File: src/design/dpf_pkg.sv
// Shared types, constants and helpers of the duplicate packet filter.
package dpf_pkg;

    localparam int TABLE_DEPTH = 16;
    localparam int IDX_W       = (TABLE_DEPTH > 1) ? $clog2(TABLE_DEPTH) : 1;
    localparam int CNT_W       = $clog2(TABLE_DEPTH + 1);
    localparam int HELD_W      = 5;

    localparam logic [31:0] TIMEOUT_RESET = 32'd30000;

    typedef logic [IDX_W-1:0] idx_t;

    typedef struct packed {
        logic [31:0] packet_id;
        logic [31:0] source_id;
        logic [31:0] now_ms;
    } item_t;

    typedef struct packed {
        logic [31:0] packet_id;
        logic [31:0] source_id;
        logic [31:0] stamp;
    } entry_t;

    typedef struct packed {
        logic              is_duplicate;
        logic [HELD_W-1:0] entries_held;
        logic              table_overflow;
    } result_t;

    // Summary of one pass over the table, handed from the scan unit to control
    typedef struct packed {
        logic                   hit;
        logic                   have_free;
        idx_t                   free_slot;
        idx_t                   oldest_slot;
        logic [TABLE_DEPTH-1:0] expired;
    } scan_result_t;

    // Number of set valid bits, masked to the width of the result field
    function automatic logic [HELD_W-1:0] count_held(input logic [TABLE_DEPTH-1:0] v);
        logic [CNT_W-1:0] n;
        n = '0;
        for (int i = 0; i < TABLE_DEPTH; i++)
        begin
            n = n + CNT_W'(v[i]);
        end
        return HELD_W'(n);
    endfunction

endpackage

File: src/design/dpf_if.sv
// Handshake channels of the duplicate packet filter: packet, result and configuration.
interface dpf_pkt_if;
    logic        valid;
    logic        ready;
    logic [31:0] packet_id;
    logic [31:0] source_id;
    logic [31:0] now_ms;

    modport source (output valid, packet_id, source_id, now_ms, input ready);
    modport sink   (input valid, packet_id, source_id, now_ms, output ready);
endinterface

interface dpf_res_if import dpf_pkg::*; ();
    logic              valid;
    logic              ready;
    logic              is_duplicate;
    logic [HELD_W-1:0] entries_held;
    logic              table_overflow;

    modport source (output valid, is_duplicate, entries_held, table_overflow, input ready);
    modport sink   (input valid, is_duplicate, entries_held, table_overflow, output ready);
endinterface

interface dpf_cfg_if;
    logic        valid;
    logic        ready;
    logic [31:0] timeout_ms;

    modport source (output valid, timeout_ms, input ready);
    modport sink   (input valid, timeout_ms, output ready);
endinterface

File: src/design/dpf_ram.sv
// Generic single-port-write, single-port-read synchronous RAM with registered read data.
module dpf_ram #(
    parameter int DEPTH = 16,
    parameter int WIDTH = 96
) (
    input  logic                                          clk,
    input  logic                                          we,
    input  logic [((DEPTH > 1) ? $clog2(DEPTH) : 1)-1:0] waddr,
    input  logic [WIDTH-1:0]                              wdata,
    input  logic                                          re,
    input  logic [((DEPTH > 1) ? $clog2(DEPTH) : 1)-1:0] raddr,
    output logic [WIDTH-1:0]                              rdata
);

    logic [WIDTH-1:0] mem [DEPTH];
    logic [WIDTH-1:0] rdata_reg;

    always_ff @(posedge clk)
    begin
        if (we)
        begin
            mem[waddr] <= wdata;
        end
    end

    always_ff @(posedge clk)
    begin
        if (re)
        begin
            rdata_reg <= mem[raddr];
        end
    end

    assign rdata = rdata_reg;

endmodule

File: src/design/dpf_scan.sv
// Scan unit: evaluate one table entry per cycle for match, expiry, free slot and oldest age.
module dpf_scan import dpf_pkg::*; (
    input  logic         clk,
    input  logic         rst_n,
    input  logic         clear,
    input  logic         eval,
    input  idx_t         eval_idx,
    input  entry_t       ent,
    input  logic         ent_valid,
    input  item_t        key,
    input  logic [31:0]  timeout_ms,
    output scan_result_t result
);

    logic                   hit_reg, hit_next;
    logic                   have_free_reg, have_free_next;
    logic                   have_oldest_reg, have_oldest_next;
    idx_t                   free_slot_reg, free_slot_next;
    idx_t                   oldest_slot_reg, oldest_slot_next;
    logic [31:0]            oldest_age_reg, oldest_age_next;
    logic [TABLE_DEPTH-1:0] expired_reg, expired_next;

    logic [31:0] age;
    logic        is_match;
    logic        is_expired;

    always_comb
    begin
        // wrapping age, modulo two to the thirty-two
        age        = key.now_ms - ent.stamp;
        is_match   = ent_valid && (ent.packet_id == key.packet_id)
                     && (ent.source_id == key.source_id);
        is_expired = ent_valid && (age > timeout_ms);

        hit_next         = hit_reg;
        have_free_next   = have_free_reg;
        have_oldest_next = have_oldest_reg;
        free_slot_next   = free_slot_reg;
        oldest_slot_next = oldest_slot_reg;
        oldest_age_next  = oldest_age_reg;
        expired_next     = expired_reg;

        if (clear)
        begin
            hit_next         = 1'b0;
            have_free_next   = 1'b0;
            have_oldest_next = 1'b0;
        end
        else if (eval)
        begin
            expired_next[eval_idx] = is_expired;
            if (is_match)
            begin
                hit_next = 1'b1;
            end
            if (!ent_valid || is_expired)
            begin
                // take the lowest free index only
                if (!have_free_reg)
                begin
                    have_free_next = 1'b1;
                    free_slot_next = eval_idx;
                end
            end
            else if (!have_oldest_reg || (age > oldest_age_reg))
            begin
                have_oldest_next = 1'b1;
                oldest_slot_next = eval_idx;
                oldest_age_next  = age;
            end
        end
    end

    always_ff @(posedge clk or negedge rst_n)
    begin
        if (!rst_n)
        begin
            hit_reg         <= 1'b0;
            have_free_reg   <= 1'b0;
            have_oldest_reg <= 1'b0;
        end
        else
        begin
            hit_reg         <= hit_next;
            have_free_reg   <= have_free_next;
            have_oldest_reg <= have_oldest_next;
        end
    end

    always_ff @(posedge clk)
    begin
        free_slot_reg   <= free_slot_next;
        oldest_slot_reg <= oldest_slot_next;
        oldest_age_reg  <= oldest_age_next;
        expired_reg     <= expired_next;
    end

    assign result.hit         = hit_reg;
    assign result.have_free   = have_free_reg;
    assign result.free_slot   = free_slot_reg;
    assign result.oldest_slot = oldest_slot_reg;
    assign result.expired     = expired_reg;

endmodule

File: src/design/duplicate_packet_filter_top.sv
// A packet word is taken only in idle; the scan then walks the single read port of the entry
//   memory one entry per cycle, and the commit registers the result word once the result
//   register is free or being emptied; only then is a new packet taken.
// The result register holds a finished word while the next packet is already being scanned.
// Reset: asynchronous, active low; clears all valid bits at once, timeout returns to 30000 ms.
module duplicate_packet_filter_top import dpf_pkg::*; (
    input logic             clk,
    input logic             rst_n,
    dpf_pkt_if.sink         pkt,
    dpf_res_if.source       res,
    dpf_cfg_if.sink         cfg
);

    typedef enum logic [1:0] {
        S_IDLE,
        S_SCAN,
        S_COMMIT
    } state_t;

    state_t                 state_reg, state_next;
    item_t                  item_reg, item_next;
    logic [CNT_W-1:0]       cnt_reg, cnt_next;
    logic                   eval_vld_reg, eval_vld_next;
    idx_t                   eval_idx_reg, eval_idx_next;
    logic [TABLE_DEPTH-1:0] valid_reg, valid_next;
    logic [31:0]            timeout_reg, timeout_next;
    result_t                res_reg, res_next;
    logic                   res_valid_reg, res_valid_next;

    logic                   accept;
    logic                   commit;
    logic                   rd_en;
    idx_t                   rd_addr;
    logic [$bits(entry_t)-1:0] rd_data;
    entry_t                 rd_entry;
    entry_t                 wr_entry;
    logic                   ram_we;
    idx_t                   slot;
    logic [TABLE_DEPTH-1:0] miss_valid;
    scan_result_t           scan;

    // Entry memory: identifier, source and stamp of each slot; valid bits live in flops here
    dpf_ram #(
        .DEPTH (TABLE_DEPTH),
        .WIDTH ($bits(entry_t))
    ) u_ram (
        .clk   (clk),
        .we    (ram_we),
        .waddr (slot),
        .wdata (wr_entry),
        .re    (rd_en),
        .raddr (rd_addr),
        .rdata (rd_data)
    );

    assign rd_entry = entry_t'(rd_data);

    dpf_scan u_scan (
        .clk        (clk),
        .rst_n      (rst_n),
        .clear      (accept),
        .eval       (eval_vld_reg),
        .eval_idx   (eval_idx_reg),
        .ent        (rd_entry),
        .ent_valid  (valid_reg[eval_idx_reg]),
        .key        (item_reg),
        .timeout_ms (timeout_reg),
        .result     (scan)
    );

    // Packets are taken only between scans; configuration words are always taken
    assign pkt.ready = (state_reg == S_IDLE);
    assign cfg.ready = 1'b1;
    assign accept    = pkt.valid && pkt.ready;

    // Issue one read per cycle; the registered data is evaluated in the cycle after its read
    assign rd_en   = (state_reg == S_SCAN) && (cnt_reg < CNT_W'(TABLE_DEPTH));
    assign rd_addr = cnt_reg[IDX_W-1:0];

    // Commit once the result register is free, or is being emptied this cycle
    assign commit = (state_reg == S_COMMIT) && (!res_valid_reg || res.ready);

    // Lowest free slot after ageing, otherwise the oldest live entry is replaced
    assign slot   = scan.have_free ? scan.free_slot : scan.oldest_slot;
    assign ram_we = commit && !scan.hit;

    assign wr_entry.packet_id = item_reg.packet_id;
    assign wr_entry.source_id = item_reg.source_id;
    assign wr_entry.stamp     = item_reg.now_ms;

    // On a miss: drop expired entries, then mark the written slot
    always_comb
    begin
        for (int i = 0; i < TABLE_DEPTH; i++)
        begin
            miss_valid[i] = (valid_reg[i] && !scan.expired[i]) || (slot == IDX_W'(i));
        end
    end

    always_comb
    begin
        state_next     = state_reg;
        item_next      = item_reg;
        cnt_next       = cnt_reg;
        valid_next     = valid_reg;
        timeout_next   = timeout_reg;
        res_next       = res_reg;
        res_valid_next = res_valid_reg;
        eval_vld_next  = rd_en;
        eval_idx_next  = rd_addr;

        if (cfg.valid)
        begin
            timeout_next = cfg.timeout_ms;
        end

        // Drop the result word once the sink takes it
        if (res.ready)
        begin
            res_valid_next = 1'b0;
        end

        case (state_reg)
            S_IDLE:
            begin
                if (accept)
                begin
                    item_next.packet_id = pkt.packet_id;
                    item_next.source_id = pkt.source_id;
                    item_next.now_ms    = pkt.now_ms;
                    cnt_next            = '0;
                    state_next          = S_SCAN;
                end
            end
            S_SCAN:
            begin
                if (rd_en)
                begin
                    cnt_next = cnt_reg + CNT_W'(1);
                end
                // Last entry is evaluated at this edge
                if ((cnt_reg == CNT_W'(TABLE_DEPTH)) && eval_vld_reg)
                begin
                    state_next = S_COMMIT;
                end
            end
            S_COMMIT:
            begin
                if (commit)
                begin
                    // A hit leaves the table untouched, expired entries included
                    if (!scan.hit)
                    begin
                        valid_next = miss_valid;
                    end
                    res_next.is_duplicate   = scan.hit;
                    res_next.entries_held   = count_held(scan.hit ? valid_reg : miss_valid);
                    res_next.table_overflow = !scan.hit && !scan.have_free;
                    res_valid_next          = 1'b1;
                    state_next              = S_IDLE;
                end
            end
            default:
            begin
                state_next = S_IDLE;
            end
        endcase
    end

    always_ff @(posedge clk or negedge rst_n)
    begin
        if (!rst_n)
        begin
            state_reg     <= S_IDLE;
            cnt_reg       <= '0;
            eval_vld_reg  <= 1'b0;
            valid_reg     <= '0;
            timeout_reg   <= TIMEOUT_RESET;
            res_valid_reg <= 1'b0;
        end
        else
        begin
            state_reg     <= state_next;
            cnt_reg       <= cnt_next;
            eval_vld_reg  <= eval_vld_next;
            valid_reg     <= valid_next;
            timeout_reg   <= timeout_next;
            res_valid_reg <= res_valid_next;
        end
    end

    // Payload registers: no reset needed
    always_ff @(posedge clk)
    begin
        item_reg     <= item_next;
        eval_idx_reg <= eval_idx_next;
        res_reg      <= res_next;
    end

    assign res.valid          = res_valid_reg;
    assign res.is_duplicate   = res_reg.is_duplicate;
    assign res.entries_held   = res_reg.entries_held;
    assign res.table_overflow = res_reg.table_overflow;

    // A duplicate never replaces an entry
    a_dup_no_overflow: assert property (@(posedge clk) disable iff (!rst_n)
        res.valid |-> !(res.is_duplicate && res.table_overflow))
        else $error("duplicate word reports an overflow");

    // A recorded miss leaves at least its own entry held
    a_miss_holds_entry: assert property (@(posedge clk) disable iff (!rst_n)
        (res.valid && !res.is_duplicate) |-> (res.entries_held != '0))
        else $error("miss word reports an empty table");

    // Overflow only when the whole table stays occupied
    a_overflow_full: assert property (@(posedge clk) disable iff (!rst_n)
        (res.valid && res.table_overflow) |-> (res.entries_held == HELD_W'(TABLE_DEPTH)))
        else $error("overflow with a table that is not full");

    // The entry memory is written only when a missed packet is committed
    a_write_on_commit: assert property (@(posedge clk) disable iff (!rst_n)
        ram_we |=> (res_valid_reg && !res_reg.is_duplicate && (state_reg == S_IDLE)))
        else $error("entry written outside a miss commit");

endmodule

File: src/flat_wrapper.sv
// flat-port wrapper written by rule: the top's interface ports become plain ports
module duplicate_packet_filter_top_flat import dpf_pkg::*;
  (clk, rst_n, pkt_valid, pkt_packet_id, pkt_source_id, pkt_now_ms, pkt_ready, res_valid, res_is_duplicate, res_entries_held, res_table_overflow, res_ready, cfg_valid, cfg_timeout_ms, cfg_ready);
  dpf_pkt_if pkt_i ();
  dpf_res_if res_i ();
  dpf_cfg_if cfg_i ();
  input logic clk;
  input logic rst_n;
  input wire logic [$bits(pkt_i.valid)-1:0] pkt_valid;
  input wire logic [$bits(pkt_i.packet_id)-1:0] pkt_packet_id;
  input wire logic [$bits(pkt_i.source_id)-1:0] pkt_source_id;
  input wire logic [$bits(pkt_i.now_ms)-1:0] pkt_now_ms;
  output wire logic [$bits(pkt_i.ready)-1:0] pkt_ready;
  output wire logic [$bits(res_i.valid)-1:0] res_valid;
  output wire logic [$bits(res_i.is_duplicate)-1:0] res_is_duplicate;
  output wire logic [$bits(res_i.entries_held)-1:0] res_entries_held;
  output wire logic [$bits(res_i.table_overflow)-1:0] res_table_overflow;
  input wire logic [$bits(res_i.ready)-1:0] res_ready;
  input wire logic [$bits(cfg_i.valid)-1:0] cfg_valid;
  input wire logic [$bits(cfg_i.timeout_ms)-1:0] cfg_timeout_ms;
  output wire logic [$bits(cfg_i.ready)-1:0] cfg_ready;
  assign pkt_i.valid = pkt_valid;
  assign pkt_i.packet_id = pkt_packet_id;
  assign pkt_i.source_id = pkt_source_id;
  assign pkt_i.now_ms = pkt_now_ms;
  assign pkt_ready = pkt_i.ready;
  assign res_valid = res_i.valid;
  assign res_is_duplicate = res_i.is_duplicate;
  assign res_entries_held = res_i.entries_held;
  assign res_table_overflow = res_i.table_overflow;
  assign res_i.ready = res_ready;
  assign cfg_i.valid = cfg_valid;
  assign cfg_i.timeout_ms = cfg_timeout_ms;
  assign cfg_ready = cfg_i.ready;
  duplicate_packet_filter_top u_core (.clk(clk), .rst_n(rst_n), .pkt(pkt_i), .res(res_i), .cfg(cfg_i));
endmodule
File: config.mk
export PLATFORM = sky130hd
export DESIGN_NAME = duplicate_packet_filter_top_flat
export DESIGN_NICKNAME = d
export VERILOG_FILES = /design/src/design/dpf_pkg.sv /design/src/design/dpf_if.sv /design/src/design/dpf_ram.sv /design/src/design/dpf_scan.sv /design/src/design/duplicate_packet_filter_top.sv /design/src/flat_wrapper.sv
export SDC_FILE = /design/constraint.sdc
export NUM_CORES = 2
export LEC_CHECK = 0
export BUFFER_PORTS_ARGS = -buffer_cell sky130_fd_sc_hd__buf_2
export CAP_MARGIN = 20
export CORE_ASPECT_RATIO = 1.2
export CORE_MARGIN = 2
export CORE_UTILIZATION = 30
export DETAILED_ROUTE_END_ITERATION = 7
export MAX_ROUTING_LAYER = met4
export PLACE_DENSITY = 0.54
export SYNTH_ARGS = -nofsm -noshare
export SYNTH_HDL_FRONTEND = slang
export SYNTH_HIERARCHICAL = 1
export SYNTH_SLANG_ARGS = --single-unit
File: constraint.sdc
create_clock -name clk -period 9.7 [get_ports clk]
set_clock_uncertainty 0.2 [all_clocks]
set_input_delay 0.97 -clock clk [delete_from_list [all_inputs] [get_ports clk]]
set_output_delay 0.97 -clock clk [all_outputs]
set_load 0.005 [all_outputs]
======== Word level (Yosys, flattened, before mapping) ========
Memories as Yosys holds them, arrays and structs flattened. A register that Yosys moved wholly into a read port is not among the register bits.
Index checks and enable logic that the tools add are counted.
storage, ports and cells
  bits in writable memories ............... 1536
  output and inout port bits .............. 10
  bits in registers ....................... 223
  memories kept ........................... 1
memories
  memory            words  bits a word  read ports  clocked after Yosys merged registers in  wr ports  RTL line       RTL
  u_core.u_ram.mem  16     96           1           1                                        1         dpf_ram.sv:15  logic [WIDTH-1:0] mem [DEPTH];
operators by class
  $add $sub $neg .......................... 17
  multiplexer cells ....................... 29
  equal/unequal tests ..................... 25
  reductions and logical operators ........ 83
  order comparisons ....................... 5
  bitwise logic cells ..................... 3
operators by type and width
  operator                                                                 number
  5-bit by 1-bit adder with 5-bit output                                   14
  32-bit equality test                                                     2
  32-bit greater-than comparator                                           2
  4-bit equality test, second input constant                               8
  32-bit subtractor                                                        1
  1-bit logical AND                                                        26
  1-bit zero test                                                          21
  1-bit logical OR                                                         19
  1-bit 2-to-1 mux                                                         17
  16-bit bitwise mux                                                       1
  4-bit by 3-bit equality test with 1-bit output, second input constant    4
  16-bit 2-to-1 mux                                                        1
  5-bit 2-to-1 mux                                                         2
  5-bit case mux with 2 select lines                                       1
  2-bit AND reduction                                                      5
  2-bit nonzero test                                                       5
  3-bit AND reduction                                                      3
  4-bit by 2-bit equality test with 1-bit output, second input constant    2
  4-bit AND reduction                                                      2
  2-bit 2-to-1 mux                                                         3
  2-bit by 1-bit inequality test with 1-bit output, second input constant  3
  2-bit case mux with 3 select lines                                       1
  5-bit by 1-bit adder with 5-bit output, second input constant            1
  5-bit equality test, second input constant                               1
  other kinds (14)                                                         17

======== Depth between registers and ports, before layout ========
  depth in word-level cells ............... 19
  gate-level depth with buffers ........... 20

======== Hierarchy ========
The synthesis kept the hierarchy.
by module, submodules not included
  module                       times used  area each (sq um)  cells each
  dpf_ram                      1           60316.6            2460
  duplicate_packet_filter_top  1           6465.0             374
  dpf_scan                     1           6002.0             663

======== Worst setup path after synthesis ========
No wires, ideal clock.
  kind .................................... input to register
  start point ............................. input port pkt_valid
  end point ............................... register u_core.u_scan.oldest_age_reg[0], enable pin
  arrival ................................. 9.563 ns
  required time ........................... 9.076 ns
  path buffers ............................ 0
  stages on the path ...................... 5
  setup slack ............................. -0.487 ns
  cell sequence ........................... nor3b_1 nor2b_1 o41ai_1 a21oi_1 and3_1
between the ends
  word-level cells in the longest chain between the ends .. 3
ends and longest elaborated chain
  element                        RTL line                           RTL
  start: declaration             flat_wrapper.sv:9                  input wire logic [$bits(pkt_i.valid)-1:0] pkt_valid;
  1-bit logical AND              duplicate_packet_filter_top.sv:74  assign accept = pkt.valid && pkt.ready;
  1-bit NOT (no line)            -
  4-bit AND reduction (no line)  -
  end signal: assignment         dpf_scan.sv:94                     oldest_age_reg <= oldest_age_next;
  end: declaration               dpf_scan.sv:20                     logic [31:0] oldest_age_reg, oldest_age_next;
No other way between the ends.
A chain may end at the register's enable or synchronous reset.

======== Worst setup path in the final report ========
  start point ............................. register u_core/item_reg[0] in the netlist's numbering
  end point ............................... register u_core.u_scan.oldest_age_reg[9], enable pin
between the ends
  word-level cells in the longest chain between the ends .. 6
  elaborated cells on any way between the ends .. 8
ends and longest elaborated chain
  element                            RTL line                            RTL
  start: declaration                 duplicate_packet_filter_top.sv:21   item_t item_reg, item_next;
  start signal: assignment           duplicate_packet_filter_top.sv:195  item_reg <= item_next;
  32-bit subtractor (*)              dpf_scan.sv:30                      age = key.now_ms - ent.stamp;
  net u_core.u_scan.age[30]          dpf_scan.sv:23                      logic [31:0] age;
  32-bit greater-than comparator     dpf_scan.sv:33                      is_expired = ent_valid && (age > timeout_ms);
  1-bit logical AND                  dpf_scan.sv:33
  1-bit logical OR                   dpf_scan.sv:56                      if (!ent_valid || is_expired)
  1-bit NOT (no line)                -
  4-bit AND reduction (no line) (*)  -
Mark *: on every way through the listed nets, which the timed path passes. The rest lies on a longest branch.

==> impl_results.md <==
* P_sw at ~7.1 mW
* WHS Endpoint: u_core/item_reg[39]$_DFFE_PP_
* Status: completed
* Cts-stage hold buffer count at 0
* RSZ-0062 raised after global routing: no
* Post-synth EDFFs at between 1500 and 2000
* Least-Margin Pin Slew at roughly 1.1 ns
* FF-to-FF setup slack at 3.31 ns
* Setup Fix Bufs, Post-CTS at 0
* Global-route wire length before repair at around 260000 um
* DR iter-0 viols at ~2900
* Die width at 454 um
* Clock share of power at 30.2%
* HP Start: pkt_source_id[7]
* Crit. End Element: flip-flop
* FF-to-FF path depth at 19
* Hold path cells at 1
* Arrival time at the worst endpoint at between 6 and 7 ns
* Reg clk slew, reported paths at 0.06 ns
* Routability cong. at roughly 0.8
* Startpoint types: flip-flop
* Internal Pwr Total at between 15 and 20 mW
* Reg power frac at between 40 and 50%
* Setup WS post-layout at roughly 3.3 ns
* Setup CP Type: flip-flop to flip-flop
* Min-Delay Path Class: primary input to flip-flop
* Setup Viol. Count Final at 0
* Vias in the first global route at about 37000
* Final net count at slightly below 4000
* DRT antenna net count at 0
* Area share of the largest cell type after synthesis at between 70 and 80%
* Wire per inst at 25.3 um
* Ys async rst share at 3.23%
* Yosys reg bits at 1855
* Largest net degree at the start of global routing at around 140
* Initial cell density of the core at ~30%
* Tmin final at about 6.4 ns
* DRC viols at 0
* DRT Pass-1 Iters at 7
* # IOs at 143
* Slew HR at 29.0%
* Max-slew violation count at 0
* Number of vias per cell at 4.93
* Die ar. at ~0.25 mm^2
* Remaining Overflow, GRT at 0
* Register area share after synthesis at about three quarters
* Post_cts resized at 0
* Required @ worst endpoint at roughly 10 ns
* Max Cap Violations at 0
* Placement Setup Slack at 3.34 ns
* Switch share at about 30%
* Fmax at 156 MHz
* Critical path fanouts, max at 24
* Final HPWL DP at 90700 um
* Yosys Warn Count at 6
* Routed WL at ~180000 um
* Initial antenna violation count at 17
* Clk_lat worst skew at about 0.84 ns
* Area leader, netlist: edfxtp_1
* Setup tns final at 0 ns
* Syn_nets at around 3700
* CTS max path bufs at 3
* CTS sink cnt at around 1900
* Combinational share of power at between 20% and 30%
* Max reg flops at 1536
* Synth top area cells: edfxtp_1 (74%), mux4_2 (12%), a22oi_1 (2.0%), dfrtp_1 (1.8%), ha_1 (1.8%)
* Reg2reg start: u_core/item_reg[0]$_DFFE_PP_
* All-Layer GR Usage at 14.9%
* Vias at between 30000 and 40000
* Mean area per synthesized cell at between 20 and 25 um^2
* Peak supply drop at approximately 0.37 mV
* Post-synth top flop: edfxtp_1
* P&R area growth vs syn at 14.6%
* Area of the multi-input gates at approximately 0.016 mm^2
* Most common cell after layout, fill and taps aside: edfxtp_1
* Port Buffer Count at around 140
* Root buffer cell: clkbuf_16
* Post-Syn Area at a little over 0.07 mm^2
* CTS tree: built
* Core box area at 0.242 mm^2
* CTS Buf Count at 190
* # fillers at 22600
* H-tree depth at 4
* Period utilization at about two thirds
* Share of cells above drive strength 1 at a little under a quarter
* Rows at ~200
* Pwr Density at between 200 and 300 mW/mm^2
* Reg area at 0.0554 mm^2
* Post-Syn Instances at between 3000 and 4000
* Die Span Y at roughly 540 um
* Hold Vio Cnt, Final at 0
* Leakage at ~27 nW
* Most frequent cells in the layout: edfxtp_1 (1791), mux4_2 (388), a22oi_1 (197)
* Cell variety after synth at 80
* Reg-to-reg endpoint: u_core/u_scan/oldest_age_reg[9]$_DFFE_PP_
==> Yosys cell counts (4+ instances only) <==
library cell	n
nand2_1	124
nand4_1	22
inv_1	125
a22o_1	12
o21a_1	11
nor2b_1	12
o21ai_0	24
ha_1	102
clkbuf_1	54
xnor2_1	49
nand3_1	17
nor2_1	66
fa_1	11
dfrtp_1	53
o211ai_1	4
or3_1	5
nand3b_1	21
buf_4	23
edfxtp_1	1791
mux4_2	388
a22oi_1	197
dfstp_2	7
a31oi_1	4
dfxtp_1	4
o21bai_1	4
a211oi_1	7
buf_2	16
a21o_1	32
buf_1	30
xor2_1	39
a21oi_1	40
nor3_1	15
buf_6	24
nand2b_1	29
mux2_2	35
a32o_1	18
nor4_1	12
==> cells by family after synthesis <==
family | Yosys count | share of synthesized area, %
muxes | 426 | 12.6
buffers and inverters | 272 | 1.80
other | 1 | 0.00515
xor gates and xnor gates | 88 | 1.06
AOI/OAI and AO/OA | 395 | 4.04
DFF | 1855 | 76.1
and+or+nand+nor | 347 | 2.38
adders and majority gates | 113 | 2.06
==> power by group through the flow <==
stage	Clock [mW]	Combinational, mW	Sequential, mW
after global routing	7.51	6.74	10.1
after CTS	7.19	6.30	10.0
final	6.99	6.17	10.0
after detailed placement	0	6.27	10.2
after floorplan	0	4.58	9.97
after global placement	0	6.24	10.2
==> layer usage <==
| layer | share of wire [%] | routed length (um) | vias to the layer above | track usage (%) |
|---|---|---|---|---|
| met1 | 44 | 78200 | 18900 | 19.3 |
| li1 | - | - | 14900 | - |
| met2 | 50 | 90100 | 876 | 24.6 |
| met3 | 4.3 | 7740 | 251 | 2.52 |
| met5 | 0 | 0 | - | - |
| met4 | 1.8 | 3310 | 0 | 3.33 |
==> critical path: stages (launching register included) <==
cell	delay (ns)
edfxtp_1	0.62
inv_1	0.11
ha_1	0.23
fa_1	0.41
nor2b_1	0.18
o31ai_1	0.14
a211oi_1	0.65
o2111ai_1	0.32
a21boi_1	0.40
a211oi_2	0.14
a21oi_1	0.19
xor2_1	0.29
ha_1	0.31
a21o_1	0.16
a21oi_1	0.19
o221ai_1	0.16
a21oi_1	0.15
a31o_2	0.17
and3_1	0.55
buf_4	0.45
==> cell type report <==
type | count | share of cell area (%)
Antenna cell | 6 | 0.0180
Clock buffer | 247 | 6.00
Clock inverter | 102 | 1.11
Inverter | 125 | 0.569
Multi-Input combinational cell | 1370 | 19.5
Sequential cell | 1855 | 66.4
Tap cell | 3200 | 4.80
Timing Repair Buffer | 192 | 1.59
==> how the worst max path moves through the flow <==
stage / start / endpoint / slack [ns]
2_1_floorplan: res_ready / u_core/u_ram/mem[12][0]$_DFFE_PP_ / 0.18
3_3_place_gp: u_core/item_reg[0]$_DFFE_PP_ / u_core/u_scan/oldest_age_reg[9]$_DFFE_PP_ / 3.42
3_5_place_dp: u_core/item_reg[0]$_DFFE_PP_ / u_core/u_scan/oldest_age_reg[9]$_DFFE_PP_ / 3.34
4_1_cts: u_core/item_reg[0]$_DFFE_PP_ / u_core/u_scan/oldest_slot_reg[2]$_DFFE_PP_ / 3.32
5_1_grt: u_core/item_reg[0]$_DFFE_PP_ / u_core/u_scan/oldest_slot_reg[2]$_DFFE_PP_ / 2.91
6_report: u_core/item_reg[0]$_DFFE_PP_ / u_core/u_scan/oldest_age_reg[9]$_DFFE_PP_ / 3.31
==> metrics by stage <==
step / util (%) / instances / hold WS [ns] / power (mW) / instance area (um^2)
2_1_floorplan: - / 3497 / 0.224 / 14.6 / 72800
3_3_place_gp: 32.0 / 6739 / 0.293 / 16.4 / 77400
3_5_place_dp: 32.0 / 6741 / 0.299 / 16.4 / 77400
4_1_cts: 34.5 / 7090 / 0.0193 / 23.5 / 83400
5_1_grt: 34.5 / 7097 / 0.0312 / 24.3 / 83400
6_report: 34.5 / 7097 / 0.0921 / 23.2 / 83400
Power figures use the tool's default switching activity.
